`src/design/dct_pkg.sv`:
```
// ============================================================================
// dct_pkg
// Shared constants and constant tables of the decaying chirp tone generator.
// ============================================================================
`default_nettype none

package dct_pkg;

    localparam int SINE_TABLE_BITS = 10;
    localparam int EXP_TABLE_BITS  = 8;

    localparam int QUARTER_LEN = 1 << (SINE_TABLE_BITS - 2);
    localparam int EXP_LEN     = 1 << EXP_TABLE_BITS;
    // Address into the quarter table, wide enough to reach QUARTER_LEN itself.
    localparam int SINE_ADDR_W = SINE_TABLE_BITS - 1;

    localparam longint unsigned HALF_PI_Q30 = 64'd1686629713;
    localparam longint unsigned ONE_Q30     = 64'd1 << 30;

    // Pipeline depth from accept to result register.
    localparam int NSTAGE = 6;

    localparam int MAG_W   = 15;   // quarter-wave magnitude, Q1.15 without sign
    localparam int ENV_W   = 31;   // envelope, Q2.30, never above one
    localparam int ENVPK_W = ENV_W + MAG_W;
    localparam int ENVPK_LO_W = ENVPK_W / 2;
    localparam int PART_W  = MAG_W + ENVPK_W - ENVPK_LO_W;
    localparam int PROD_W  = MAG_W + ENVPK_W;

    typedef logic [MAG_W-1:0] sine_tab_t [0:QUARTER_LEN];
    typedef logic [ENV_W-1:0] exp_tab_t  [0:EXP_LEN-1];

    // Restoring long division, used only while the constant tables are built.
    function automatic longint unsigned udiv64(input longint unsigned num,
                                               input longint unsigned den);
        longint unsigned quo;
        longint unsigned rem;
        quo = 0;
        rem = 0;
        for (int b = 63; b >= 0; b--) begin
            rem = {rem[62:0], num[b]};
            quo = quo << 1;
            if (rem >= den) begin
                rem = rem - den;
                quo = quo | 64'd1;
            end
        end
        return quo;
    endfunction

    // Taylor series of sin on a Q30 argument, rounded to Q1.15.
    function automatic logic [MAG_W-1:0] quarter_sine(input int unsigned k);
        longint unsigned x;
        longint unsigned x2;
        longint unsigned term;
        longint          sum;
        longint unsigned q;
        longint unsigned den;
        x    = (longint'(k) * HALF_PI_Q30) >> (SINE_TABLE_BITS - 2);
        x2   = (x * x) >> 30;
        term = x;
        sum  = longint'(x);
        for (int n = 1; n <= 10; n++) begin
            den  = longint'((2 * n) * (2 * n + 1));
            term = udiv64((term * x2) >> 30, den);
            if ((n & 1) == 1) begin
                sum = sum - longint'(term);
            end else begin
                sum = sum + longint'(term);
            end
        end
        if (sum < 0) begin
            sum = 0;
        end
        q = (longint'(sum) + (64'd1 << 14)) >> 15;
        if (q > 64'd32767) begin
            q = 64'd32767;
        end
        return q[MAG_W-1:0];
    endfunction

    function automatic sine_tab_t build_sine_tab();
        sine_tab_t tab;
        for (int k = 0; k <= QUARTER_LEN; k++) begin
            tab[k] = quarter_sine(k);
        end
        return tab;
    endfunction

    function automatic longint unsigned isqrt64(input longint unsigned v_in);
        longint unsigned v;
        longint unsigned res;
        longint unsigned bitv;
        v    = v_in;
        res  = 0;
        bitv = 64'd1 << 62;
        while (bitv > v) begin
            bitv = bitv >> 2;
        end
        while (bitv != 0) begin
            if (v >= res + bitv) begin
                v   = v - (res + bitv);
                res = (res >> 1) + bitv;
            end else begin
                res = res >> 1;
            end
            bitv = bitv >> 2;
        end
        return res;
    endfunction

    // Entry k holds 2^-(k / EXP_LEN) in Q2.30, built from repeated square roots.
    function automatic exp_tab_t build_exp_tab();
        exp_tab_t        tab;
        longint unsigned root [0:EXP_TABLE_BITS];
        longint unsigned v;
        root[0] = ONE_Q30 >> 1;
        for (int m = 1; m <= EXP_TABLE_BITS; m++) begin
            root[m] = isqrt64(root[m-1] << 30);
        end
        for (int k = 0; k < EXP_LEN; k++) begin
            v = ONE_Q30;
            for (int p = 0; p < EXP_TABLE_BITS; p++) begin
                if (((k >> p) & 1) == 1) begin
                    v = (v * root[EXP_TABLE_BITS - p]) >> 30;
                end
            end
            tab[k] = v[ENV_W-1:0];
        end
        return tab;
    endfunction

    localparam sine_tab_t SINE_TAB = build_sine_tab();
    localparam exp_tab_t  EXP_TAB  = build_exp_tab();

endpackage

`default_nettype wire

```
`src/design/dct_phase.sv`:
```
// ============================================================================
// dct_phase
// Three-stage chirp phase path: start_step*i + sweep_coef*i*i modulo one.
// ============================================================================
`default_nettype none

module dct_phase
    import dct_pkg::*;
(
    input  wire logic                       aclk,
    input  wire logic [2:0]                 stage_en,
    input  wire logic [15:0]                sample_index,
    input  wire logic [31:0]                start_step,
    input  wire logic signed [39:0]         sweep_coef,
    output logic      [SINE_TABLE_BITS-1:0] phase_idx
);

    logic [47:0] lin_full;
    logic [31:0] sq_next;
    logic [31:0] sq_reg;
    logic [31:0] lin_reg;

    logic [47:0] sw48;
    logic [55:0] plo_full;
    logic [55:0] phi_full;
    logic [47:0] plo_reg;
    logic [23:0] phi_reg;
    logic [31:0] lin2_reg;

    logic [47:0]                phase_sum;
    logic [SINE_TABLE_BITS-1:0] idx_reg;

    // Only the low 32 bits of the linear term survive the shift into a 48-bit phase.
    assign lin_full = 48'(start_step) * 48'(sample_index);
    assign sq_next  = 32'(sample_index) * 32'(sample_index);

    always_ff @(posedge aclk) begin
        if (stage_en[0]) begin
            sq_reg  <= sq_next;
            lin_reg <= lin_full[31:0];
        end
    end

    // The 40x32 product is split at bit 24; of the upper part only 24 bits stay below 2^48.
    assign sw48     = {{8{sweep_coef[39]}}, sweep_coef};
    assign plo_full = 56'(sw48[23:0]) * 56'(sq_reg);
    assign phi_full = 56'(sw48[47:24]) * 56'(sq_reg);

    always_ff @(posedge aclk) begin
        if (stage_en[1]) begin
            plo_reg  <= plo_full[47:0];
            phi_reg  <= phi_full[23:0];
            lin2_reg <= lin_reg;
        end
    end

    assign phase_sum = {lin2_reg, 16'b0} + plo_reg + {phi_reg, 24'b0};

    always_ff @(posedge aclk) begin
        if (stage_en[2]) begin
            idx_reg <= phase_sum[47 -: SINE_TABLE_BITS];
        end
    end

    assign phase_idx = idx_reg;

endmodule

`default_nettype wire

```
`config.mk`:
```
export PLATFORM = sky130hd
export DESIGN_NAME = dct_phase
export DESIGN_NICKNAME = d
export VERILOG_FILES = /design/src/design/dct_pkg.sv /design/src/design/dct_phase.sv
export SDC_FILE = /design/constraint.sdc
export NUM_CORES = 2
export LEC_CHECK = 0
export BUFFER_PORTS_ARGS = -buffer_cell sky130_fd_sc_hd__buf_2
export CAP_MARGIN = 5
export CELL_PAD_IN_SITES_DETAIL_PLACEMENT = 0
export CELL_PAD_IN_SITES_GLOBAL_PLACEMENT = 1
export CORE_MARGIN = 4
export CORE_UTILIZATION = 53
export CTS_CLUSTER_SIZE = 25
export DETAILED_ROUTE_END_ITERATION = 8
export PLACE_DENSITY_LB_ADDON = 0.05
export SLEW_MARGIN = 15
export SYNTH_ARGS = -nofsm -noshare
export SYNTH_HDL_FRONTEND = slang
export SYNTH_SLANG_ARGS = --single-unit
```
`constraint.sdc`:
```
create_clock -name aclk -period 9.81 [get_ports aclk]
set_input_delay 1.962 -clock aclk [delete_from_list [all_inputs] [get_ports aclk]]
set_output_delay 1.962 -clock aclk [all_outputs]
set_load 0.03 [all_outputs]
```
==> metrics.txt <==
DIE WIDTH=330 µm; Hold Fails Final Rpt=0; antenna violations before repair=11; skew final=0.0257 ns; sequential share of the synthesized area=8.82%; Post-synth EDFFs=161; Mapped Cells=5811; crit path DAT=8.89 ns; Area Overhead vs Synth=4.45%; Hold Crit Class=register to register; Final ANT Viol Nets=0; CP Max Fanout=22; Mean Syn Cell Area=9.43 µm²; DRC viols=0; worst stage delay on the critical path=0.57 ns; layout cells sized above 1=4.30%; # IOs=102; drt wl/cell=20.0 µm; met1 Use GR=37.7%; hpwl dp=116 mm; crit share post-route=88.6%; RSZ-0062 raised after global routing=no; Netlist cell types=70; CTS Buffer Depth=2; maxcap violations=0; die area=109000 µm²; # fillers=9544; total CTS buffers=17; count leader, synth=inv_1; Worst Setup Start Kind=input port; Hold-fix buffers, CTS=0; FMAX=115 MHz; Synth area leaders=fa_1 48%, ha_1 9.9%, inv_1 9.9%; Crit Path Class=input port to register; minimum clock period=8.69 ns; master of the slowest instance on the critical path=fa_1; Slew @ Worst Pin=1.10 ns; worst path required time=10.01 ns; met3 GRT Util=2.83%; clock root buffer=clkbuf_16; hold depth=0; vias in the first global route=41500; CP endpoint kind=register; synthesized area=54800 µm²; GRT Util Overall=27.8%; global-route wire length before repair=232 mm; PortBufs=101; buffer count from post-CTS setup fixing=0; setup_tns=0 ns; H-tree Lvls=4; clk_lat worst skew=0.48 ns; reg2reg start=sq_reg[6]; GP Congestion=0.849; worst reg2reg path depth=25; DR vias/cell=5.25; Resized Gates After CTS=0; starting density of the core=53.6%; gr busiest metal=met2; First-pass DRT Iterations=7; gr ovfl total=0; Nets=7583; via count=37500; clk slew on worst S/H paths=0.07 ns; Synth Warn #=0; Die Ht=330 µm; Min-Delay Startpoint=lin_reg[4]; CP startpoint=sweep_coef[3]; predominant post-synthesis flop cell=edfxtp_1; Synth Register Bits=161; met2 Usage GRT=48.5%; Max-slew headroom=26.4%; post-synth top area cell=fa_1; CTS tree=built; endpoints failing setup=0; num rows=117; pin count of the biggest net entering global routing=72; asr flop ratio synth=0%; crit path buf inv count=8; core area=102000 µm²; wirelength, routed=143 mm; Final Max Tran Viols=0; most common library cells after synthesis=1438 x inv_1, 1306 x fa_1, 886 x nand2_1; post-synth top area share=47.7%; Critical Path Stages=26; clock sink count=161; Largest delay share family, worst path=adder cells; drt initial violations=2011; status=finished, final reports clean
## per-stage QoR
step           worst slack, ns  instances  util (%)  area [µm²]  hold slack, ns
2_1_floorplan             1.48       5823         -       54800           0.400
3_3_place_gp             0.683       7101      55.4       56700           0.402
3_5_place_dp             0.717       7101      55.4       56700           0.405
4_1_cts                   1.21       7132      56.0       57200           0.414
5_1_grt                  0.797       7134      56.0       57200           0.415
6_report                  1.12       7136      56.0       57200           0.413
## kinds of logic after synthesis
group           count (synthesis)  share of synthesized area, %
flops                         161                          8.82
xor+xnor                      198                          3.16
compound gates                278                          3.51
buf+inv                      1713                          11.7
other cells                     2                        0.0137
fa+ha+maj                    1739                          57.6
simple gates                 1714                          15.0
mux                             6                         0.114
## routing by layer
layer | vias up | wire (µm) | share of wire (%)
met5 | - | 8 | 0.0056
met1 | 19600 | 60400 | 42
met3 | 185 | 6920 | 4.9
met4 | 2 | 3590 | 2.5
li1 | 16700 | - | -
met2 | 974 | 71800 | 50
## final timing paths
check                end  slack [ns]
max          plo_reg[47]        1.12
min          lin2_reg[4]        0.41
max reg2reg  plo_reg[47]        2.05
min reg2reg  lin2_reg[4]        0.41
## area by class of cell
cell class                 instances  area (µm²)  area share (%)
antenna                            4        10.0          0.0175
multi-input combinational       3949       43600            76.1
clock inverter                    14         140           0.245
inverter                        1438        5400            9.43
tap                             1368        1710            2.99
sequential                       161        4830            8.45
timing repair buffer             185        1140            1.99
clock buffer                      17         425           0.743
## cells in the final DEF (no fill, tap or decap), types with 4 or more instances in the layout
master     Yosys  layout
edfxtp_1     161     161
nand4_1        7       7
and2_1       621     621
o21bai_1      12      12
fa_1        1306    1306
nor3_1        25      25
inv_8          0       6
o21ai_0       37      37
nand2b_1      16      16
xor2_1        55      55
a21oi_1       96      96
inv_6          0       5
o21ai_2        4       4
o211ai_1       5       5
nor2b_1       12      12
a31oi_1        8       8
nor2_1        89      89
mux2i_1        4       4
nand2_1      886     886
diode_2        0       4
and3_1        13      13
ha_1         433     433
a211oi_1      16      16
buf_4          0      85
xnor2_1      143     143
inv_1       1438    1438
o21a_1        14      14
clkbuf_16      0      17
o31ai_1        4       4
buf_2          1     100
conb_1         2      14
nand3_1       27      27
a21o_1        39      39
or2_2          6       6
Power is not shown: default switching activity piles up to over one toggle a cycle in this logic, so the estimate is an artifact.
